`src/design/bmp4_pkg.sv`:
```
// shared types, constants and helpers of the 4-bit palette bmp decoder
package bmp4_pkg;

  localparam int unsigned MAX_DIM = 4096;
  localparam int unsigned PAL_ENTRIES = 16;
  localparam int unsigned PAL_AW = $clog2(PAL_ENTRIES);

  localparam logic [15:0] MAGIC_WORD = 16'h4D42;
  localparam logic [15:0] BIT_COUNT = 16'd4;
  localparam logic [31:0] PAL_START = 32'd54;
  localparam logic [31:0] HEADER_END = 32'd118;

  localparam logic [2:0] KIND_PIXEL = 3'd0;
  localparam logic [2:0] KIND_BAD_MAGIC = 3'd1;
  localparam logic [2:0] KIND_BAD_DEPTH = 3'd2;
  localparam logic [2:0] KIND_BAD_SIZE = 3'd3;
  localparam logic [2:0] KIND_BAD_OFFSET = 3'd4;

  localparam logic [1:0] COMP_BLUE = 2'd0;
  localparam logic [1:0] COMP_GREEN = 2'd1;
  localparam logic [1:0] COMP_RED = 2'd2;

  typedef struct packed {
    logic [7:0] red;
    logic [7:0] green;
    logic [7:0] blue;
  } rgb_t;

  typedef struct packed {
    logic [2:0]  kind;
    logic [11:0] pixel_x;
    logic [11:0] pixel_y;
    rgb_t        color;
    logic [12:0] image_width;
    logic [12:0] image_height;
    logic        run_last;
    logic        image_last;
  } res_t;

  typedef struct packed {
    logic              clr;
    logic              en;
    logic [1:0]        comp;
    logic [PAL_AW-1:0] idx;
    logic [7:0]        data;
  } pal_wr_t;

  typedef struct packed {
    logic [1:0] cnt;
    logic       free;
  } buf_stat_t;

  function automatic logic dim_ok(input logic [31:0] v);
    dim_ok = (v != 32'd0) && !v[31] && (v <= 32'(MAX_DIM));
  endfunction

endpackage

```
`src/design/bmp4_palette.sv`:
```
// 16-entry palette, one component byte written at a time, two registered reads
module bmp4_palette (
  input  logic                         clk,
  input  logic                         rst_n,
  input  bmp4_pkg::pal_wr_t            wr,
  input  logic                         rd_en,
  input  logic [bmp4_pkg::PAL_AW-1:0]  rd_addr_hi,
  input  logic [bmp4_pkg::PAL_AW-1:0]  rd_addr_lo,
  output bmp4_pkg::rgb_t               rd_hi,
  output bmp4_pkg::rgb_t               rd_lo
);

  logic [7:0] red_mem [bmp4_pkg::PAL_ENTRIES];
  logic [7:0] grn_mem [bmp4_pkg::PAL_ENTRIES];
  logic [7:0] blu_mem [bmp4_pkg::PAL_ENTRIES];

  logic [bmp4_pkg::PAL_ENTRIES-1:0] red_vld_r;
  logic [bmp4_pkg::PAL_ENTRIES-1:0] grn_vld_r;
  logic [bmp4_pkg::PAL_ENTRIES-1:0] blu_vld_r;

  bmp4_pkg::rgb_t rd_hi_r;
  bmp4_pkg::rgb_t rd_lo_r;

  always_ff @(posedge clk) begin
    if (wr.en) begin
      case (wr.comp)
        bmp4_pkg::COMP_BLUE:  blu_mem[wr.idx] <= wr.data;
        bmp4_pkg::COMP_GREEN: grn_mem[wr.idx] <= wr.data;
        bmp4_pkg::COMP_RED:   red_mem[wr.idx] <= wr.data;
        default: ;
      endcase
    end
  end

  always_ff @(posedge clk) begin
    if (!rst_n || wr.clr) begin
      red_vld_r <= '0;
      grn_vld_r <= '0;
      blu_vld_r <= '0;
    end else if (wr.en) begin
      case (wr.comp)
        bmp4_pkg::COMP_BLUE:  blu_vld_r[wr.idx] <= 1'b1;
        bmp4_pkg::COMP_GREEN: grn_vld_r[wr.idx] <= 1'b1;
        bmp4_pkg::COMP_RED:   red_vld_r[wr.idx] <= 1'b1;
        default: ;
      endcase
    end
  end

  // never-written components read as zero
  always_ff @(posedge clk) begin
    if (rd_en) begin
      rd_hi_r.red   <= red_vld_r[rd_addr_hi] ? red_mem[rd_addr_hi] : 8'd0;
      rd_hi_r.green <= grn_vld_r[rd_addr_hi] ? grn_mem[rd_addr_hi] : 8'd0;
      rd_hi_r.blue  <= blu_vld_r[rd_addr_hi] ? blu_mem[rd_addr_hi] : 8'd0;
      rd_lo_r.red   <= red_vld_r[rd_addr_lo] ? red_mem[rd_addr_lo] : 8'd0;
      rd_lo_r.green <= grn_vld_r[rd_addr_lo] ? grn_mem[rd_addr_lo] : 8'd0;
      rd_lo_r.blue  <= blu_vld_r[rd_addr_lo] ? blu_mem[rd_addr_lo] : 8'd0;
    end
  end

  assign rd_hi = rd_hi_r;
  assign rd_lo = rd_lo_r;

endmodule

```
`src/design/bmp4_parse.sv`:
```
// header parser and pixel expander, one byte per fire
module bmp4_parse (
  input  logic              clk,
  input  logic              rst_n,
  input  logic              fire,
  input  logic [7:0]        data_byte,
  input  logic              file_start,
  input  bmp4_pkg::rgb_t    rgb_hi,
  input  bmp4_pkg::rgb_t    rgb_lo,
  output bmp4_pkg::pal_wr_t pal_wr,
  output logic [1:0]        res_n,
  output bmp4_pkg::res_t    res0,
  output bmp4_pkg::res_t    res1
);

  localparam logic [1:0] PH_HEADER = 2'd0;
  localparam logic [1:0] PH_DATA = 2'd1;
  localparam logic [1:0] PH_DONE = 2'd2;

  localparam logic [6:0] PAL_START_7 = bmp4_pkg::PAL_START[6:0];

  logic [31:0] off_r, off_nxt, off_cur;
  logic [31:0] shift_r, shift_nxt, shift_cur;
  logic [31:0] ds_r, ds_nxt, ds_cur;
  logic [12:0] w_r, w_nxt, w_cur;
  logic [12:0] h_r, h_nxt, h_cur;
  logic [11:0] fr_r, fr_nxt, fr_cur;
  logic [11:0] rb_r, rb_nxt, rb_cur;
  logic [1:0]  ph_r, ph_nxt, ph_cur;
  logic        sb_r, sb_nxt, sb_cur;

  logic [6:0]  rel;
  logic [12:0] w_inc;
  logic [11:0] half;
  logic [12:0] row_size;
  logic [11:0] px;
  logic [12:0] px_inc;
  logic [11:0] py;
  logic        two;
  logic        last_byte;
  logic [12:0] rb_inc;
  logic [12:0] fr_inc;

  always_comb begin
    off_cur   = file_start ? 32'd0 : off_r;
    shift_cur = file_start ? 32'd0 : shift_r;
    ds_cur    = file_start ? 32'd0 : ds_r;
    w_cur     = file_start ? 13'd0 : w_r;
    h_cur     = file_start ? 13'd0 : h_r;
    fr_cur    = file_start ? 12'd0 : fr_r;
    rb_cur    = file_start ? 12'd0 : rb_r;
    ph_cur    = file_start ? PH_HEADER : ph_r;
    sb_cur    = file_start ? 1'b0 : sb_r;

    off_nxt   = off_cur;
    shift_nxt = shift_cur;
    ds_nxt    = ds_cur;
    w_nxt     = w_cur;
    h_nxt     = h_cur;
    fr_nxt    = fr_cur;
    rb_nxt    = rb_cur;
    ph_nxt    = ph_cur;
    sb_nxt    = sb_cur;

    pal_wr      = '0;
    pal_wr.clr  = fire && file_start;
    pal_wr.data = data_byte;
    res_n       = 2'd0;
    res0        = '0;
    res1        = '0;

    rel    = off_cur[6:0] - PAL_START_7;
    w_inc  = w_cur + 13'd1;
    half   = w_inc[12:1];
    row_size = ({1'b0, half} + 13'd3) & ~13'd3;
    px     = {rb_cur[10:0], 1'b0};
    px_inc = {1'b0, px} + 13'd1;
    py     = h_cur[11:0] - 12'd1 - fr_cur;
    two    = px_inc < w_cur;
    last_byte = ({1'b0, fr_cur} == h_cur - 13'd1) && (rb_cur == half - 12'd1);
    rb_inc = {1'b0, rb_cur} + 13'd1;
    fr_inc = {1'b0, fr_cur} + 13'd1;

    res0.image_width  = w_cur;
    res0.image_height = h_cur;
    res0.run_last     = 1'b1;
    res1.image_width  = w_cur;
    res1.image_height = h_cur;
    res1.run_last     = 1'b1;

    case (ph_cur)
      PH_HEADER: begin
        shift_nxt = {data_byte, shift_cur[31:8]};
        off_nxt   = off_cur + 32'd1;
        if (off_cur == 32'd1) begin
          if (shift_nxt[31:16] != bmp4_pkg::MAGIC_WORD) begin
            res0.kind = bmp4_pkg::KIND_BAD_MAGIC;
            res_n     = 2'd1;
            ph_nxt    = PH_DONE;
          end
        end else if (off_cur == 32'd13) begin
          ds_nxt = shift_nxt;
        end else if (off_cur == 32'd21) begin
          if (bmp4_pkg::dim_ok(shift_nxt)) w_nxt = shift_nxt[12:0];
          else sb_nxt = 1'b1;
        end else if (off_cur == 32'd25) begin
          if (bmp4_pkg::dim_ok(shift_nxt)) h_nxt = shift_nxt[12:0];
          else sb_nxt = 1'b1;
        end else if (off_cur == 32'd29) begin
          res_n  = 2'd1;
          ph_nxt = PH_DONE;
          if (shift_nxt[31:16] != bmp4_pkg::BIT_COUNT) begin
            res0.kind = bmp4_pkg::KIND_BAD_DEPTH;
          end else if (sb_cur) begin
            res0.kind = bmp4_pkg::KIND_BAD_SIZE;
          end else if (ds_cur < bmp4_pkg::HEADER_END) begin
            res0.kind = bmp4_pkg::KIND_BAD_OFFSET;
          end else begin
            res_n  = 2'd0;
            ph_nxt = PH_HEADER;
          end
        end else if (off_cur >= bmp4_pkg::PAL_START && off_cur < bmp4_pkg::HEADER_END) begin
          pal_wr.en   = fire && (rel[1:0] != 2'd3);
          pal_wr.comp = rel[1:0];
          pal_wr.idx  = rel[2 +: bmp4_pkg::PAL_AW];
        end
        if (off_cur == bmp4_pkg::HEADER_END - 32'd1) ph_nxt = PH_DATA;
      end
      PH_DATA: begin
        if (off_cur < ds_cur) begin
          off_nxt = off_cur + 32'd1;
        end else begin
          if (rb_cur < half) begin
            res0.kind       = bmp4_pkg::KIND_PIXEL;
            res0.pixel_x    = px;
            res0.pixel_y    = py;
            res0.color      = rgb_hi;
            res0.run_last   = !two;
            res0.image_last = !two && last_byte;
            res1.kind       = bmp4_pkg::KIND_PIXEL;
            res1.pixel_x    = px_inc[11:0];
            res1.pixel_y    = py;
            res1.color      = rgb_lo;
            res1.image_last = last_byte;
            res_n           = two ? 2'd2 : 2'd1;
          end
          if (rb_cur < half && last_byte) begin
            ph_nxt = PH_DONE;
          end else if (rb_inc >= row_size) begin
            rb_nxt = 12'd0;
            fr_nxt = fr_inc[11:0];
            if (fr_inc >= h_cur) ph_nxt = PH_DONE;
          end else begin
            rb_nxt = rb_inc[11:0];
          end
        end
      end
      default: ;
    endcase
  end

  always_ff @(posedge clk) begin
    if (!rst_n) begin
      off_r   <= '0;
      shift_r <= '0;
      ds_r    <= '0;
      w_r     <= '0;
      h_r     <= '0;
      fr_r    <= '0;
      rb_r    <= '0;
      ph_r    <= PH_HEADER;
      sb_r    <= 1'b0;
    end else if (fire) begin
      off_r   <= off_nxt;
      shift_r <= shift_nxt;
      ds_r    <= ds_nxt;
      w_r     <= w_nxt;
      h_r     <= h_nxt;
      fr_r    <= fr_nxt;
      rb_r    <= rb_nxt;
      ph_r    <= ph_nxt;
      sb_r    <= sb_nxt;
    end
  end

endmodule

```
`src/design/bmp4_outbuf.sv`:
```
// two-slot result register, hands out one result per cycle while out_ready is high
module bmp4_outbuf (
  input  logic                clk,
  input  logic                rst_n,
  input  logic                load,
  input  logic [1:0]          load_n,
  input  bmp4_pkg::res_t      load_res0,
  input  bmp4_pkg::res_t      load_res1,
  input  logic                out_ready,
  output logic                out_valid,
  output bmp4_pkg::res_t      out_res,
  output bmp4_pkg::buf_stat_t stat
);

  bmp4_pkg::res_t slot0_r;
  bmp4_pkg::res_t slot1_r;
  logic [1:0]     cnt_r;
  logic           out_fire;

  assign out_fire  = (cnt_r != 2'd0) && out_ready;
  assign out_valid = (cnt_r != 2'd0);
  assign out_res   = slot0_r;
  assign stat.cnt  = cnt_r;
  assign stat.free = (cnt_r == 2'd0) || ((cnt_r == 2'd1) && out_ready);

  always_ff @(posedge clk) begin
    if (load) begin
      slot0_r <= load_res0;
      slot1_r <= load_res1;
    end else if (out_fire && (cnt_r == 2'd2)) begin
      slot0_r <= slot1_r;
    end
  end

  always_ff @(posedge clk) begin
    if (!rst_n) begin
      cnt_r <= 2'd0;
    end else if (load) begin
      cnt_r <= load_n;
    end else if (out_fire) begin
      cnt_r <= cnt_r - 2'd1;
    end
  end

endmodule

```
`src/design/bmp4_palette_pixel_decoder.sv`:
```
// top level of the 4-bit palette bmp decoder
// path: a taken byte is held in the input register with its palette read, then moves to
// the result register once that has room, from which its first result can be taken
// throughput: one byte per cycle while out_tready is high; a byte that yields two pixels
// holds back the next byte until the single result port hands out its second pixel
// reset: synchronous active-low rst_n clears parser state, palette and buffers
module bmp4_palette_pixel_decoder (
  input  logic        clk,
  input  logic        rst_n,
  input  logic        in_tvalid,
  output logic        in_tready,
  input  logic [7:0]  in_tdata,   // data_byte
  input  logic        in_tuser,   // file_start
  output logic        out_tvalid,
  input  logic        out_tready,
  output logic [79:0] out_tdata,  // pixel_x, pixel_y, red, green, blue, image_width,
                                  // image_height, zero fill
  output logic [3:0]  out_tuser,  // kind, run_last
  output logic        out_tlast   // image_last
);

  logic                in_fire;
  logic                s0_vld_r;
  logic [7:0]          s0_byte_r;
  logic                s0_start_r;
  logic                proc_fire;

  bmp4_pkg::rgb_t      rgb_hi;
  bmp4_pkg::rgb_t      rgb_lo;
  bmp4_pkg::pal_wr_t   pal_wr;
  logic [1:0]          res_n;
  bmp4_pkg::res_t      res0;
  bmp4_pkg::res_t      res1;
  bmp4_pkg::res_t      out_res;
  bmp4_pkg::buf_stat_t stat;

  assign proc_fire = s0_vld_r && stat.free;
  assign in_tready = !s0_vld_r || proc_fire;
  assign in_fire   = in_tvalid && in_tready;

  always_ff @(posedge clk) begin
    if (!rst_n) begin
      s0_vld_r <= 1'b0;
    end else if (in_tready) begin
      s0_vld_r <= in_tvalid;
    end
  end

  always_ff @(posedge clk) begin
    if (in_fire) begin
      s0_byte_r  <= in_tdata;
      s0_start_r <= in_tuser;
    end
  end

  bmp4_palette u_pal (
    .clk        (clk),
    .rst_n      (rst_n),
    .wr         (pal_wr),
    .rd_en      (in_fire),
    .rd_addr_hi (in_tdata[7:4]),
    .rd_addr_lo (in_tdata[3:0]),
    .rd_hi      (rgb_hi),
    .rd_lo      (rgb_lo)
  );

  bmp4_parse u_parse (
    .clk        (clk),
    .rst_n      (rst_n),
    .fire       (proc_fire),
    .data_byte  (s0_byte_r),
    .file_start (s0_start_r),
    .rgb_hi     (rgb_hi),
    .rgb_lo     (rgb_lo),
    .pal_wr     (pal_wr),
    .res_n      (res_n),
    .res0       (res0),
    .res1       (res1)
  );

  bmp4_outbuf u_buf (
    .clk       (clk),
    .rst_n     (rst_n),
    .load      (proc_fire),
    .load_n    (res_n),
    .load_res0 (res0),
    .load_res1 (res1),
    .out_ready (out_tready),
    .out_valid (out_tvalid),
    .out_res   (out_res),
    .stat      (stat)
  );

  assign out_tdata = {6'd0, out_res.image_height, out_res.image_width,
                      out_res.color.blue, out_res.color.green, out_res.color.red,
                      out_res.pixel_y, out_res.pixel_x};
  assign out_tuser = {out_res.run_last, out_res.kind};
  assign out_tlast = out_res.image_last;

`ifndef SYNTHESIS
  a_cnt_range: assert property (@(posedge clk) disable iff (!rst_n)
    stat.cnt != 2'd3)
    else $error("result buffer count out of range");

  a_flag_last: assert property (@(posedge clk) disable iff (!rst_n)
    out_tvalid && (out_tuser[2:0] != bmp4_pkg::KIND_PIXEL) |-> out_tuser[3] && !out_tlast)
    else $error("flag result not marked as last of its byte");

  a_image_last: assert property (@(posedge clk) disable iff (!rst_n)
    out_tvalid && out_tlast |-> out_tuser[3])
    else $error("image end not on last result of a byte");

  a_reset_idle: assert property (@(posedge clk)
    !rst_n |=> !out_tvalid && in_tready)
    else $error("block not idle after reset");
`endif

endmodule
```
`config.mk`:
```
export PLATFORM = sky130hd
export DESIGN_NAME = bmp4_palette_pixel_decoder
export DESIGN_NICKNAME = d
export VERILOG_FILES = /design/src/design/bmp4_pkg.sv /design/src/design/bmp4_palette.sv /design/src/design/bmp4_parse.sv /design/src/design/bmp4_outbuf.sv /design/src/design/bmp4_palette_pixel_decoder.sv
export SDC_FILE = /design/constraint.sdc
export NUM_CORES = 1
export LEC_CHECK = 0
export ABC_AREA = 1
export BUFFER_PORTS_ARGS = -buffer_cell sky130_fd_sc_hd__buf_2
export CAP_MARGIN = 25
export CORE_MARGIN = 1.5
export CORE_UTILIZATION = 30
export CTS_BUF_LIST = sky130_fd_sc_hd__clkbuf_16
export DETAILED_ROUTE_END_ITERATION = 12
export PLACE_DENSITY_LB_ADDON = 0.1
export SLEW_MARGIN = 10
export SYNTH_ARGS = -nofsm -noshare
export SYNTH_HDL_FRONTEND = slang
export SYNTH_SLANG_ARGS = --single-unit
```
`constraint.sdc`:
```
create_clock -name clk -period 5.2 [get_ports clk]
set_input_delay 0.26 -clock clk [delete_from_list [all_inputs] [get_ports clk]]
set_output_delay 0.26 -clock clk [all_outputs]
set_load 0.01 [all_outputs]
```
=== Word level (Yosys, flattened, before mapping) ===
Memory sizes are Yosys's and may differ from the RTL's. A register that Yosys moved wholly into a read port is not among the register bits.
Index checks and enable logic that the tools add are counted.

* Memories: 3
* Bits in latches: 0
* Bits in writable memories: 384
* Bits in read-only memories: 0
* Output and inout bits: 87
* Flip-flop bits (word level): 358
* Logic and storage cells: 241
* Input bits: 13

* Magnitude comparators: 13
* Divide/modulo/power cells: 0
* Multiply operators: 0
* Shifts and indexed selects: 0
* Eq/ne operators: 16
* Bitwise gates (word level): 5
* Reductions and logical operators: 39
* Multiplexer cells: 118
* Add/sub/neg operators: 12

{| class="wikitable"
|+ Memories
! name !! depth !! width !! rd ports !! clocked after Yosys merged registers in !! write ports !! line !! RTL
|-
| u_pal.blu_mem || 16 || 8 || 2 || 2 || 1 || bmp4_palette.sv:15 || <nowiki>logic [7:0] blu_mem [bmp4_pkg::PAL_ENTRIES];</nowiki>
|-
| u_pal.grn_mem || 16 || 8 || 2 || 2 || 1 || bmp4_palette.sv:14 || <nowiki>logic [7:0] grn_mem [bmp4_pkg::PAL_ENTRIES];</nowiki>
|-
| u_pal.red_mem || 16 || 8 || 2 || 2 || 1 || bmp4_palette.sv:13 || <nowiki>logic [7:0] red_mem [bmp4_pkg::PAL_ENTRIES];</nowiki>
|}

{| class="wikitable"
|+ Operator list
! cell !! number
|-
| $mux 32 || 8
|-
| $mux 13 || 13
|-
| $mux 79 || 2
|-
| $mux 12 || 10
|-
| $eq 32x5->1 const B || 3
|-
| $mux 48 || 2
|-
| $lt 32x7->1 const B || 2
|-
| $pmux 32 s2 || 1
|-
| $mux 2 || 30
|-
| $mux 51 || 1
|-
| $mux 7 || 7
|-
| $or 16x16->16 || 3
|-
| $add 12x1->13 const B || 3
|-
| $add 32x1->32 const B || 1
|-
| $eq 32x1->1 const B || 1
|-
| $eq 32x4->1 const B || 1
|-
| $eq 32x7->1 const B || 1
|-
| $ge 32x6->1 const B || 1
|-
| $le 32x13->1 const B || 1
|-
| $lt 32x32->1 || 1
|-
| $reduce_bool 32->1 || 1
|-
| $ge 13x13->1 || 2
|-
| $mux 1 || 26
|-
| $bmux 1 s4 || 6
|-
| 31 further kinds || 76
|}

=== Longest topological paths before layout ===
Gate-level depths: netlist (run 1).

* Word-level depth: 17
* Mapped depth: 30
* Gate-level depth less buffers: 27

=== By module ===
Synthesis (run 1) repeated with hierarchy kept, for this count alone.

* Cells, all modules: 5,788
* Area, all modules: 44,975.6 µm²

{| class="wikitable"
|+ By module, submodules not included
! module !! seq. area each (µm²) !! cells an instance !! area an instance (µm²) !! times used
|-
| bmp4_palette || 13,933.4 || 3,061 || 24,996.5 || 1
|-
| bmp4_parse || 2,822.7 || 2,260 || 13,710.6 || 1
|-
| bmp4_outbuf || 4,784.6 || 442 || 5,890.6 || 1
|-
| bmp4_palette_pixel_decoder || 290.3 || 25 || 377.9 || 1
|}

=== Worst setup path before layout (run 1) ===
Ideal clock, no wire load.

* Path kind: register to register
* Start: register u_buf.cnt_r[0]
* End: register u_buf.slot0_r, in the netlist u_buf.out_res[0] (enable)
* Stages on the path, launching flop included: 9
* Slack: 18 ps
* Data arrival time: 4,665 ps
* Setup time: 517 ps
* Required time: 4,683 ps
* Clock period less this slack: 5,182 ps
* Buffers on the path: 2
* Cells stage by stage: dfxtp_1 -> inv_1 -> ha_1 -> a21oi_1 -> nor2_1 -> clkbuf_1 -> clkbuf_1 -> nor2_1 -> nor2_1

* Longest elaborated chain between the ends: 5
* Elaborated cells between the ends (all ways): 10
* Those cells by class: 2 x eq/ne; 8 x reduce/logical

{| class="wikitable"
|+ Ends and longest elaborated chain
! item !! line !! RTL
|-
| start: declaration || bmp4_outbuf.sv:17 || <nowiki>logic [1:0] cnt_r;</nowiki>
|-
| start signal: assignment || bmp4_outbuf.sv:39 || <nowiki>cnt_r <= load_n;</nowiki>
|-
| start signal: assignment || bmp4_outbuf.sv:41 || <nowiki>cnt_r <= cnt_r - 2'd1;</nowiki>
|-
| $eq 2x1->1 || bmp4_outbuf.sv:24 || <nowiki>assign stat.free = (cnt_r == 2'd0) || ((cnt_r == 2'd1) && out_ready);</nowiki>
|-
| $logic_and 1x1->1 || bmp4_outbuf.sv:24 ||
|-
| $logic_or 1x1->1 || bmp4_outbuf.sv:24 ||
|-
| $logic_and 1x1->1 || bmp4_palette_pixel_decoder.sv:37 || <nowiki>assign proc_fire = s0_vld_r && stat.free;</nowiki>
|-
| $reduce_bool 2->1 (no source line) (*) || n/a ||
|-
| end signal: assignment || bmp4_outbuf.sv:28 || <nowiki>slot0_r <= load_res0;</nowiki>
|-
| end signal: assignment || bmp4_outbuf.sv:31 || <nowiki>slot0_r <= slot1_r;</nowiki>
|-
| end: declaration || bmp4_outbuf.sv:15 || <nowiki>bmp4_pkg::res_t slot0_r;</nowiki>
|}

Every way passes the cells marked *; elsewhere a longest branch is shown, timed or not.
A chain may end at the register's enable or synchronous reset.

==> impl_results.html, run 1 <==
<table>
<tr><th>Metric</th><th>Value</th></tr>
<tr><th colspan="2">Hold path</th></tr>
<tr><td>Hold Path End</td><td>u_buf.cnt_r[1]$_SDFFE_PN0P_</td></tr>
<tr><td>Hold Crit Start</td><td>out_tready</td></tr>
<tr><td>Classification of the worst-slack hold path</td><td>in2reg</td></tr>
<tr><td>Instance count along the most critical hold path</td><td>4</td></tr>
<tr><th colspan="2">Worst setup path</th></tr>
<tr><td>Setup slack of the worst register-to-register path</td><td>between 300 and 400 ps</td></tr>
<tr><td>Reg-to-reg endpoint</td><td>u_parse.fr_r[0]$_SDFFE_PN0P_</td></tr>
<tr><td>Worst EP arrival</td><td>between 5000 and 6000 ps</td></tr>
<tr><td>Biggest fanout along the worst timing path</td><td>between 70 and 80</td></tr>
<tr><td>Critical path launch point type</td><td>register</td></tr>
<tr><td>Crit path capture type</td><td>register</td></tr>
<tr><td>Crit Path Category</td><td>reg2reg</td></tr>
<tr><td>Depth of the worst register-to-register path</td><td>23</td></tr>
<tr><td>Critical path data required time</td><td>a little under 6000 ps</td></tr>
<tr><td>Origin of the critical flop-to-flop path</td><td>s0_start_r$_DFFE_PP_</td></tr>
<tr><th colspan="2">Power</th></tr>
<tr><td>P_sw</td><td>6.40 mW</td></tr>
<tr><td>Switching power share of the total</td><td>0.340</td></tr>
<tr><td>Leakage power figure</td><td>approximately 19 nW</td></tr>
<tr><td>Internal power summed over all cells</td><td>12.4 mW</td></tr>
<tr><td>Share of power burned in combinational logic</td><td>0.242</td></tr>
<tr><td>Power share of the clock group</td><td>0.348</td></tr>
<tr><td>Total power consumption of the routed design</td><td>around 19 mW</td></tr>
<tr><td>Part of the power in registers</td><td>0.410</td></tr>
<tr><td>Power density relative to cell area</td><td>between 300 and 400 nW/um^2</td></tr>
<tr><td>Largest vdd supply drop</td><td>around 0.25 mV</td></tr>
<tr><th colspan="2">Global routing</th></tr>
<tr><td>First-pass GRT wire length</td><td>around 220 mm</td></tr>
<tr><td>Most Used Layer, Global Route</td><td>met2</td></tr>
<tr><td>Routing usage on met1</td><td>0.272</td></tr>
<tr><td>Via count of the first global-routing pass</td><td>~34000</td></tr>
<tr><td>Overall routing resource usage</td><td>0.208</td></tr>
<tr><td>M2 GR Usage</td><td>0.361</td></tr>
<tr><td>GR Util met3</td><td>0.0234</td></tr>
<tr><td>Largest net degree at the start of global routing</td><td>roughly 140</td></tr>
<tr><td>Initial antenna violation count</td><td>3</td></tr>
<tr><td>Aggregate global routing overflow</td><td>0</td></tr>
<tr><th colspan="2">Route</th></tr>
<tr><td>Pre-Repair DR Iteration Count</td><td>6</td></tr>
<tr><td>Number of routed nets with antenna violations</td><td>0</td></tr>
<tr><td>Via count</td><td>35600</td></tr>
<tr><td>Drt via density</td><td>about 5.1</td></tr>
<tr><td>Post-detailed-route wirelength per cell</td><td>~22 um</td></tr>
<tr><td>Number of DRC markers after the initial detailed-route iteration</td><td>~3000</td></tr>
<tr><td>Total DRC errors in the routed layout</td><td>0</td></tr>
<tr><td>Aggregate routed wire length</td><td>roughly 150 mm</td></tr>
<tr><th colspan="2">STA</th></tr>
<tr><td>Maximum clock skew at final layout</td><td>approximately 48 ps</td></tr>
<tr><td>Total Negative Setup Slacks</td><td>0 ps</td></tr>
<tr><td>Final worst path period need</td><td>between 4000 and 5000 ps</td></tr>
<tr><td>Final slew viol count</td><td>0</td></tr>
<tr><td>Setup repair after global routing missed its margin</td><td>false</td></tr>
<tr><td>Worst slew pin tran</td><td>between 1000 and 1500 ps</td></tr>
<tr><td>Total of endpoints with negative setup slack in the final report</td><td>0</td></tr>
<tr><td>Slew Limit Headroom</td><td>0.322</td></tr>
<tr><td>Final number of hold-violating endpoints</td><td>0</td></tr>
<tr><td>Top achievable clock speed</td><td>between 0.2 and 0.25 GHz</td></tr>
<tr><td>Final period utilization</td><td>0.928</td></tr>
<tr><td>Worst hold slack after final layout</td><td>roughly 60 ps</td></tr>
<tr><th colspan="2">Die</th></tr>
<tr><td>Area of the die</td><td>142000 sq um</td></tr>
<tr><td>X dimension of the die</td><td>377 um</td></tr>
<tr><td>Initial core utilization</td><td>0.304</td></tr>
<tr><td>Count of standard-cell rows</td><td>~140</td></tr>
<tr><td>Area inside the core boundary</td><td>about 140000 sq um</td></tr>
<tr><td>Chip height</td><td>about 380 um</td></tr>
<tr><td>Top Ports</td><td>100</td></tr>
<tr><th colspan="2">Clocking</th></tr>
<tr><td>Skew-Pair Late Insertion Delay</td><td>about 730 ps</td></tr>
<tr><td>Clock slew at the register clock pins of the worst setup and hold paths</td><td>~60 ps</td></tr>
<tr><td>Clock tree from TritonCTS</td><td>built</td></tr>
<tr><td>Maximum buffer depth of the clock tree</td><td>3</td></tr>
<tr><td>Count of clock tree sinks</td><td>~800</td></tr>
<tr><td>CTS Root Buffer Type</td><td>sky130_fd_sc_hd__clkbuf_16</td></tr>
<tr><td>H-Tree Level Count</td><td>3</td></tr>
<tr><td>Number of buffers added by the clock tree synthesis step</td><td>97</td></tr>
<tr><th colspan="2">Run status</th></tr>
<tr><td>Result of the run</td><td>finished, final reports clean</td></tr>
<tr><th colspan="2">Placement</th></tr>
<tr><td>Hpwl dp</td><td>between 90 and 100 mm</td></tr>
<tr><td>Area post-placement</td><td>44700 sq um</td></tr>
<tr><td>Total placed cells including tap cells</td><td>just under 7000</td></tr>
<tr><td>Final estimated routing congestion in global placement</td><td>~0.89</td></tr>
<tr><td>Number of I/O port buffers</td><td>93</td></tr>
<tr><th colspan="2">Layout</th></tr>
<tr><td>Design area</td><td>47800 sq um</td></tr>
<tr><td>Area added between synthesis and finish</td><td>14.1%</td></tr>
<tr><td>Post-route non-filler standard cell count</td><td>roughly 7000</td></tr>
<tr><td>Diodes inserted</td><td>0</td></tr>
<tr><td>Fillers</td><td>roughly 14000</td></tr>
<tr><td>Share of layout cells above drive strength 1</td><td>0.0803</td></tr>
<tr><td>Fin nets</td><td>5162</td></tr>
<tr><th colspan="2">Synth</th></tr>
<tr><td>Largest cells by area after synthesis</td><td>sky130_fd_sc_hd__edfxtp_1 43%, sky130_fd_sc_hd__dfxtp_1 9.2%, sky130_fd_sc_hd__nand2_1 7.9%</td></tr>
<tr><td>Synthesized instance count</td><td>roughly 5000</td></tr>
<tr><td>EDFF count, synth</td><td>a little under 600</td></tr>
<tr><td>Syn. warnings</td><td>0</td></tr>
<tr><td>Yosys top cell by area</td><td>sky130_fd_sc_hd__edfxtp_1</td></tr>
<tr><td>Post-synthesis register bit count</td><td>787</td></tr>
<tr><td>Synth cell types</td><td>50</td></tr>
<tr><td>Predominant post-synthesis flop cell</td><td>sky130_fd_sc_hd__edfxtp_1</td></tr>
<tr><td>Mean Syn Cell Area</td><td>about 8.4 sq um</td></tr>
<tr><td>Post-Syn Area</td><td>around 42000 sq um</td></tr>
<tr><td>Post-synthesis async set-or-reset flop share</td><td>0</td></tr>
<tr><td>Post-synth top area share</td><td>0.426</td></tr>
<tr><td>Share of the yosys chip area belonging to registers</td><td>0.518</td></tr>
<tr><th colspan="2">Job</th></tr>
<tr><td>Maximum Capacitance Violations</td><td>0</td></tr>
</table>
-- routing by layer --
metal | up-vias | wire, um
met2 | 890 | 73200
li1 | 17200 | -
met1 | 17200 | 67000
met4 | 0 | 4400
met5 | - | 0
met3 | 235 | 5930
-- power groups by stage --
stage | registers, mW | logic [mW] | clock network [mW]
2_1_floorplan | 7.93 | 2.76 | 0
5_1_grt | 7.76 | 5.08 | 6.94
6_report | 7.70 | 4.55 | 6.55
3_3_place_gp | 7.84 | 4.58 | 0
3_5_place_dp | 7.84 | 4.57 | 0
4_1_cts | 7.71 | 4.59 | 6.72
-- worst max path at each step --
| stage | startpoint | endpoint | slack, ps | cells past startpoint |
|---|---|---|---|---|
| 6_report | s0_start_r$_DFFE_PP_ | u_parse.fr_r[0]$_SDFFE_PN0P_ | 370 | 23 |
| 3_3_place_gp | s0_start_r$_DFFE_PP_ | u_parse.fr_r[0]$_SDFFE_PN0P_ | 300 | 23 |
| 5_1_grt | s0_start_r$_DFFE_PP_ | u_parse.fr_r[2]$_SDFFE_PN0P_ | 9 | 22 |
| 2_1_floorplan | u_buf.cnt_r[0]$_SDFFE_PN0P_ | u_buf.out_res[0]$_DFFE_PP_ | 20 | 8 |
| 3_5_place_dp | s0_start_r$_DFFE_PP_ | u_parse.fr_r[0]$_SDFFE_PN0P_ | 430 | 23 |
| 4_1_cts | s0_start_r$_DFFE_PP_ | u_parse.fr_r[0]$_SDFFE_PN0P_ | 390 | 23 |
-- metrics by stage --
step	setup slack, ps	utilization
2_1_floorplan	17.8	-
3_5_place_dp	434	0.324
5_1_grt	9.07	0.347
4_1_cts	387	0.346
6_report	374	0.347
3_3_place_gp	303	0.324
-- synthesized netlist by cell type (5+ instances only) --
master / instances
sky130_fd_sc_hd__nor4_1: 13
sky130_fd_sc_hd__inv_1: 624
sky130_fd_sc_hd__o211ai_1: 112
sky130_fd_sc_hd__nand3_1: 187
sky130_fd_sc_hd__a211oi_1: 13
sky130_fd_sc_hd__a221oi_1: 14
sky130_fd_sc_hd__a21oi_1: 586
sky130_fd_sc_hd__o221ai_1: 22
sky130_fd_sc_hd__a31oi_1: 15
sky130_fd_sc_hd__o21ai_1: 17
sky130_fd_sc_hd__nand4_1: 47
sky130_fd_sc_hd__nand2_2: 9
sky130_fd_sc_hd__nor2_4: 5
sky130_fd_sc_hd__buf_4: 10
sky130_fd_sc_hd__edfxtp_1: 595
sky130_fd_sc_hd__nor2_1: 439
sky130_fd_sc_hd__nand2_1: 885
sky130_fd_sc_hd__dfxtp_1: 192
sky130_fd_sc_hd__xor2_1: 44
sky130_fd_sc_hd__nor2_2: 11
sky130_fd_sc_hd__buf_2: 17
sky130_fd_sc_hd__inv_2: 10
sky130_fd_sc_hd__ha_1: 99
sky130_fd_sc_hd__buf_6: 6
sky130_fd_sc_hd__o21ai_0: 642
sky130_fd_sc_hd__nor3_1: 35
sky130_fd_sc_hd__o22ai_1: 38
sky130_fd_sc_hd__buf_1: 33
sky130_fd_sc_hd__clkbuf_1: 231
sky130_fd_sc_hd__a22o_1: 24
-- worst max-delay path, cell delays in order, from the launching register on --
cell and delay (ps):
sky130_fd_sc_hd__edfxtp_1 520, sky130_fd_sc_hd__inv_4 280, sky130_fd_sc_hd__buf_12 350, sky130_fd_sc_hd__nand2_1 250, sky130_fd_sc_hd__inv_1 210, sky130_fd_sc_hd__ha_1 310
sky130_fd_sc_hd__inv_1 100, sky130_fd_sc_hd__nand2_1 80, sky130_fd_sc_hd__a21oi_1 270, sky130_fd_sc_hd__nand3_1 180, sky130_fd_sc_hd__nor2_1 150, sky130_fd_sc_hd__nand3_1 80
sky130_fd_sc_hd__nor2_1 100, sky130_fd_sc_hd__nand3_1 100, sky130_fd_sc_hd__nor2_1 110, sky130_fd_sc_hd__nand3_1 80, sky130_fd_sc_hd__nor2_1 160, sky130_fd_sc_hd__nand3_1 230
sky130_fd_sc_hd__nand2_2 440, sky130_fd_sc_hd__inv_1 300, sky130_fd_sc_hd__nand3_1 170, sky130_fd_sc_hd__nand2_1 60, sky130_fd_sc_hd__nand2_1 50, sky130_fd_sc_hd__nor2_1 40
-- kinds of logic (layout without fill, tap and decap cells) --
family	count (synthesis)	in the layout	synth area share
buffers and inverters	933	1046	0.0861
adder cells (fa/ha/maj)	100	100	0.0300
AND/OR/NAND/NOR	1648	1648	0.162
other	1	6	0.0000894
AO/OA/AOI/OAI	1498	1498	0.194
XOR/XNOR	48	48	0.0100
flip-flops	787	787	0.518
-- placed cells by master, fill, tap and decap left out, types with 4 or more instances in the layout --
cell                        synthesis  final
sky130_fd_sc_hd__nand2_1          885    884
sky130_fd_sc_hd__o211ai_1         112    112
sky130_fd_sc_hd__nor2_2            11     14
sky130_fd_sc_hd__o21bai_1           4      4
sky130_fd_sc_hd__nor4_1            13     13
sky130_fd_sc_hd__a211oi_1          13     13
sky130_fd_sc_hd__nor2_4             5      7
sky130_fd_sc_hd__a221oi_1          14     14
sky130_fd_sc_hd__clkbuf_16          0     97
sky130_fd_sc_hd__nor3_1            35     35
sky130_fd_sc_hd__a21oi_1          586    586
sky130_fd_sc_hd__buf_12             0     11
sky130_fd_sc_hd__inv_2             10     10
sky130_fd_sc_hd__o21ai_0          642    642
sky130_fd_sc_hd__buf_2             17     89
sky130_fd_sc_hd__nor2_1           439    434
sky130_fd_sc_hd__a22o_1            24     24
sky130_fd_sc_hd__dfxtp_1          192    192
sky130_fd_sc_hd__bufinv_16          0      5
sky130_fd_sc_hd__conb_1             1      6
sky130_fd_sc_hd__clkinv_2           0     21
sky130_fd_sc_hd__nand2_2            9     10
sky130_fd_sc_hd__nand3_1          187    187
sky130_fd_sc_hd__buf_4             10    119
sky130_fd_sc_hd__clkinv_1           1     28
sky130_fd_sc_hd__o221ai_1          22     22
sky130_fd_sc_hd__xor2_1            44     44
sky130_fd_sc_hd__edfxtp_1         595    595
sky130_fd_sc_hd__inv_1            624    646
sky130_fd_sc_hd__o22ai_1           38     38
sky130_fd_sc_hd__ha_1              99     99
sky130_fd_sc_hd__xnor2_1            4      4
sky130_fd_sc_hd__nand4_1           47     47
sky130_fd_sc_hd__o21ai_1           17     16
sky130_fd_sc_hd__a31oi_1           15     15
-- repair_timing --
item,CTS,global route
endpoints found under the setup margin,0,5
hold buffers,3,0
resized for setup,0,1
buffers inserted,0,0
hold endpoints to repair,2,0
-- flip-flops by register name (all words and copies together) (netlist names), 8 cells and up --
signal,cells
u_pal.red_mem,128
u_pal.red_vld_r,16
u_pal.grn_mem,128
u_pal.blu_mem,128
u_pal.grn_vld_r,16
u_pal.rd_hi,24
u_parse.off_r,32
s0_byte_r,8
u_parse.w_r,13
u_parse.h_r,13
u_buf.out_res,79
u_buf.slot1_r,75
u_parse.fr_r,12
u_pal.rd_lo,24
u_parse.ds_r,32
u_parse.rb_r,12
u_parse.shift_r,24
u_pal.blu_vld_r,16
-- area by class of cell --
type / count / area (sq um) / share of cell area
flip-flops and latches: 787 / 21700 / 0.454
inverters: 636 / 2400 / 0.0502
clock buffers: 97 / 2430 / 0.0508
well taps: 1863 / 2330 / 0.0487
multi-input cells: 3300 / 16700 / 0.348
clock inverters: 86 / 619 / 0.0130
repair buffers: 227 / 1670 / 0.0349
Power figures use the tool's default switching activity.
==> run 2, diff against run 1 <==
--- a/config.mk
+++ b/config.mk
@@ -16,4 +16,5 @@
 export SLEW_MARGIN = 10
 export SYNTH_ARGS = -nofsm -noshare
 export SYNTH_HDL_FRONTEND = slang
+export SYNTH_HIERARCHICAL = 1
 export SYNTH_SLANG_ARGS = --single-unit
==> run 2 against run 1 <==
  * Register-to-register slack better by 190 ps
  * Via count up 7.3%
  * Count of clock-buffer cells in the layout up 3
  * Sequential cell count up 4
  * Non-clock buffer count down 37
  * Fmax up 4.0%
  * Final cell count up 11%
  * Critical path type unchanged
  * First-iteration DRC count up 23%
==> impl_results.html, run 2 <==
<table>
<tr><th>Metric</th><th>Value</th></tr>
<tr><th colspan="2">Run status</th></tr>
<tr><td>Result of the run</td><td>finished, final reports clean</td></tr>
<tr><th colspan="2">Power</th></tr>
<tr><td>Share of power burned in combinational logic</td><td>0.192</td></tr>
<tr><td>Largest vdd supply drop</td><td>approximately 0.28 mV</td></tr>
<tr><td>Total power consumption of the routed design</td><td>approximately 18 mW</td></tr>
<tr><td>Switching power share of the total</td><td>0.314</td></tr>
<tr><td>Power density relative to cell area</td><td>roughly 360 nW/um^2</td></tr>
<tr><td>P_sw</td><td>around 5.7 mW</td></tr>
<tr><td>Power share of the clock group</td><td>0.394</td></tr>
<tr><td>Leakage power figure</td><td>approximately 23 nW</td></tr>
<tr><td>Internal power summed over all cells</td><td>between 10 and 15 mW</td></tr>
<tr><td>Part of the power in registers</td><td>0.414</td></tr>
<tr><th colspan="2">Worst setup path</th></tr>
<tr><td>Largest incremental delay on the critical path</td><td>about 410 ps</td></tr>
<tr><td>Origin of the critical flop-to-flop path</td><td>s0_start_r$_DFFE_PP_</td></tr>
<tr><td>Depth of the worst register-to-register path</td><td>21</td></tr>
<tr><td>Worst EP arrival</td><td>between 5000 and 6000 ps</td></tr>
<tr><td>Crit path capture type</td><td>register</td></tr>
<tr><td>Crit Path Category</td><td>reg2reg</td></tr>
<tr><td>Most numerous cell on the critical path</td><td>sky130_fd_sc_hd__nand3_1</td></tr>
<tr><td>Critical path launch point type</td><td>register</td></tr>
<tr><td>Worst-path cell with the longest stage delay</td><td>sky130_fd_sc_hd__edfxtp_1</td></tr>
<tr><td>Reg-to-reg endpoint</td><td>u_parse/fr_r[7]$_SDFFE_PN0P_</td></tr>
<tr><td>Critical path cell sequence</td><td>buf_12 &gt; nor2_1 &gt; ha_1 &gt; nand3_1 &gt; nand2_1 &gt; ha_1 &gt; nor3_1 &gt; nand4_1 &gt; nor2_1 &gt; nand3_1 &gt; or3_1 &gt; ha_1 &gt; nand2_1 &gt; nor3_1 &gt; nand3_1 &gt; nand3_1 &gt; buf_4 &gt; nand3_2 &gt; nand2_1 &gt; nand3_1 &gt; a21oi_1</td></tr>
<tr><td>Critical path data required time</td><td>approximately 5800 ps</td></tr>
<tr><td>Biggest fanout along the worst timing path</td><td>40</td></tr>
<tr><td>Setup slack of the worst register-to-register path</td><td>560 ps</td></tr>
<tr><th colspan="2">Placement</th></tr>
<tr><td>Final estimated routing congestion in global placement</td><td>0.868</td></tr>
<tr><td>Hpwl dp</td><td>107 mm</td></tr>
<tr><td>Number of I/O port buffers</td><td>93</td></tr>
<tr><th colspan="2">Route</th></tr>
<tr><td>Pre-Repair DR Iteration Count</td><td>7</td></tr>
<tr><td>Number of routed nets with antenna violations</td><td>0</td></tr>
<tr><td>Total DRC errors in the routed layout</td><td>0</td></tr>
<tr><td>Drt via density</td><td>4.93</td></tr>
<tr><td>Via count</td><td>approximately 38000</td></tr>
<tr><td>Number of DRC markers after the initial detailed-route iteration</td><td>3598</td></tr>
<tr><td>Post-detailed-route wirelength per cell</td><td>about 21 um</td></tr>
<tr><td>Aggregate routed wire length</td><td>about 170 mm</td></tr>
<tr><th colspan="2">Die</th></tr>
<tr><td>Area inside the core boundary</td><td>148000 sq um</td></tr>
<tr><td>Area of the die</td><td>~150000 sq um</td></tr>
<tr><td>Top Ports</td><td>100</td></tr>
<tr><td>Chip height</td><td>390 um</td></tr>
<tr><td>Count of standard-cell rows</td><td>between 100 and 150</td></tr>
<tr><td>X dimension of the die</td><td>390 um</td></tr>
<tr><td>Initial core utilization</td><td>0.303</td></tr>
<tr><th colspan="2">Global routing</th></tr>
<tr><td>Overall routing resource usage</td><td>0.214</td></tr>
<tr><td>Via count of the first global-routing pass</td><td>around 37000</td></tr>
<tr><td>Aggregate global routing overflow</td><td>0</td></tr>
<tr><td>First-pass GRT wire length</td><td>247 mm</td></tr>
<tr><td>Largest net degree at the start of global routing</td><td>154</td></tr>
<tr><td>Initial antenna violation count</td><td>6</td></tr>
<tr><th colspan="2">Synth</th></tr>
<tr><td>Post-synthesis register bit count</td><td>around 790</td></tr>
<tr><td>EDFF count, synth</td><td>around 600</td></tr>
<tr><td>Predominant post-synthesis flop cell</td><td>sky130_fd_sc_hd__edfxtp_1</td></tr>
<tr><td>Synthesized instance count</td><td>~5800</td></tr>
<tr><td>Post-Syn Area</td><td>between 40000 and 50000 sq um</td></tr>
<tr><td>Mean Syn Cell Area</td><td>between 7 and 8 sq um</td></tr>
<tr><td>Share of the yosys chip area belonging to registers</td><td>0.485</td></tr>
<tr><td>Largest cells by area after synthesis</td><td>sky130_fd_sc_hd__edfxtp_1 40%, sky130_fd_sc_hd__nand2_1 14%, sky130_fd_sc_hd__nand3_1 9.6%</td></tr>
<tr><td>Most frequent cells after synthesis</td><td>1706 x sky130_fd_sc_hd__nand2_1, 881 x sky130_fd_sc_hd__inv_1, 866 x sky130_fd_sc_hd__nand3_1</td></tr>
<tr><td>Synth cell types</td><td>57</td></tr>
<tr><td>Yosys top cell by area</td><td>sky130_fd_sc_hd__edfxtp_1</td></tr>
<tr><td>Leading cell type by number of instances after synthesis</td><td>sky130_fd_sc_hd__nand2_1</td></tr>
<tr><td>Post-synthesis async set-or-reset flop share</td><td>0</td></tr>
<tr><td>Post-synth top area share</td><td>0.400</td></tr>
<tr><td>Syn. warnings</td><td>6</td></tr>
<tr><th colspan="2">Hold path</th></tr>
<tr><td>Hold Path End</td><td>u_parse/off_r[27]$_SDFFE_PN0P_</td></tr>
<tr><td>Instance count along the most critical hold path</td><td>3</td></tr>
<tr><td>Classification of the worst-slack hold path</td><td>in2reg</td></tr>
<tr><td>Hold Crit Start</td><td>rst_n</td></tr>
<tr><th colspan="2">Clocking</th></tr>
<tr><td>Count of clock tree sinks</td><td>slightly below 800</td></tr>
<tr><td>Skew-Pair Late Insertion Delay</td><td>between 700 and 800 ps</td></tr>
<tr><td>CTS Root Buffer Type</td><td>sky130_fd_sc_hd__clkbuf_16</td></tr>
<tr><td>Maximum buffer depth of the clock tree</td><td>3</td></tr>
<tr><td>Number of buffers added by the clock tree synthesis step</td><td>between 90 and 100</td></tr>
<tr><td>Setup fix buffers added after clock tree synthesis</td><td>0</td></tr>
<tr><td>H-Tree Level Count</td><td>3</td></tr>
<tr><td>Clock tree from TritonCTS</td><td>built</td></tr>
<tr><td>Clock slew at the register clock pins of the worst setup and hold paths</td><td>about 60 ps</td></tr>
<tr><th colspan="2">STA</th></tr>
<tr><td>Final number of hold-violating endpoints</td><td>0</td></tr>
<tr><td>Worst hold slack after final layout</td><td>roughly 45 ps</td></tr>
<tr><td>Final period utilization</td><td>0.893</td></tr>
<tr><td>Slew Limit Headroom</td><td>0.310</td></tr>
<tr><td>Final slew viol count</td><td>0</td></tr>
<tr><td>Setup repair after global routing missed its margin</td><td>false</td></tr>
<tr><td>Worst slew pin tran</td><td>about 1000 ps</td></tr>
<tr><td>Maximum clock skew at final layout</td><td>42.4 ps</td></tr>
<tr><td>Final worst path period need</td><td>between 4000 and 5000 ps</td></tr>
<tr><td>Total of endpoints with negative setup slack in the final report</td><td>0</td></tr>
<tr><td>Top achievable clock speed</td><td>between 0.2 and 0.25 GHz</td></tr>
<tr><td>Total Negative Setup Slacks</td><td>0 ps</td></tr>
<tr><th colspan="2">Layout</th></tr>
<tr><td>Area taken by multi-input logic gates</td><td>between 15000 and 20000 sq um</td></tr>
<tr><td>Util after Layout</td><td>0.338</td></tr>
<tr><td>Sequential cell area in the final layout</td><td>between 20000 and 25000 sq um</td></tr>
<tr><td>Most common cell after layout, fill and taps aside</td><td>sky130_fd_sc_hd__nand2_1</td></tr>
<tr><td>Largest registers in the final layout</td><td>u_pal/blu_mem x128, u_pal/grn_mem x128, u_pal/red_mem x128</td></tr>
<tr><td>Fillers</td><td>between 15000 and 20000</td></tr>
<tr><td>Area added between synthesis and finish</td><td>11.2%</td></tr>
<tr><td>Fin nets</td><td>~5800</td></tr>
<tr><td>Share of layout cells above drive strength 1</td><td>0.0772</td></tr>
<tr><td>Leading cell types in the layout, fill and taps excluded</td><td>1704 x sky130_fd_sc_hd__nand2_1, 895 x sky130_fd_sc_hd__inv_1, 866 x sky130_fd_sc_hd__nand3_1</td></tr>
<tr><th colspan="2">Job</th></tr>
<tr><td>Maximum Capacitance Violations</td><td>0</td></tr>
</table>
-- run 2: metal layers --
| metal | share of wire | track usage |
|---|---|---|
| met4 | 0.027 | 0.0623 |
| met3 | 0.053 | 0.0278 |
| met2 | 0.46 | 0.352 |
| met5 | 0.000079 | 0 |
| met1 | 0.46 | 0.294 |
-- run 2: cells by family after synthesis --
logic type	count (synthesis)	synth area share
AND/OR/NAND/NOR	3083	0.295
buffers and inverters	1262	0.122
flip-flops	791	0.485
AO/OA/AOI/OAI	497	0.0593
adder cells (fa/ha/maj)	101	0.0283
XOR/XNOR	50	0.00974
other	3	0.000250
multiplexers	1	0.000223
-- run 2: layout make-up --
cell class,instances,area share
inverter,904,0.0685
clock buffer,100,0.0500
clock inverter,86,0.0159
multi-input combinational,3743,0.354
timing repair buffer,190,0.0267
tap,1930,0.0483
sequential,791,0.436
antenna,1,0.0000500
-- run 2: power groups by stage --
stage	Clock [mW]	Combinational, mW	Sequential, mW
2_1_floorplan	0	2.16	7.62
6_report	7.09	3.46	7.46
3_5_place_dp	0	3.46	7.60
5_1_grt	7.51	3.83	7.49
3_3_place_gp	0	3.47	7.59
4_1_cts	7.30	3.47	7.46
-- run 2: worst max-delay path by stage --
stage	cells after the start	startpoint	slack, ps	endpoint
5_1_grt	21	s0_start_r$_DFFE_PP_	70	u_parse/fr_r[7]$_SDFFE_PN0P_
3_5_place_dp	22	s0_start_r$_DFFE_PP_	610	u_parse/fr_r[1]$_SDFFE_PN0P_
4_1_cts	20	s0_start_r$_DFFE_PP_	600	u_pal/blu_mem[5][2]$_DFFE_PP_
6_report	21	s0_start_r$_DFFE_PP_	560	u_parse/fr_r[7]$_SDFFE_PN0P_
2_1_floorplan	15	u_buf/cnt_r[0]$_SDFFE_PN0P_	340	u_pal/blu_mem[0][0]$_DFFE_PP_
3_3_place_gp	22	s0_start_r$_DFFE_PP_	560	u_parse/fr_r[1]$_SDFFE_PN0P_
-- run 2: worst max-delay path: cells and delay by family (launching register included) --
kind,cells,cell delay (ps)
AO/OA/AOI/OAI,1,130
buffers and inverters,2,640
flip-flops,1,410
AND/OR/NAND/NOR,15,2540
adder cells (fa/ha/maj),3,800
-- run 2: per-stage QoR --
step                worst slack, ps  instance area, sq um  std cells
CTS                             599                 50000       7743
detailed placement              614                 46700       7553
global placement                560                 46600       7552
global route                   66.4                 50000       7744
floorplan                       341                 45000       5796
finish                          559                 50000       7745
-- run 2: what timing repair did --
action                                 CTS  global route
endpoints found under the hold margin    4             0
resized for setup                        0             0
hold buffers                             4             0
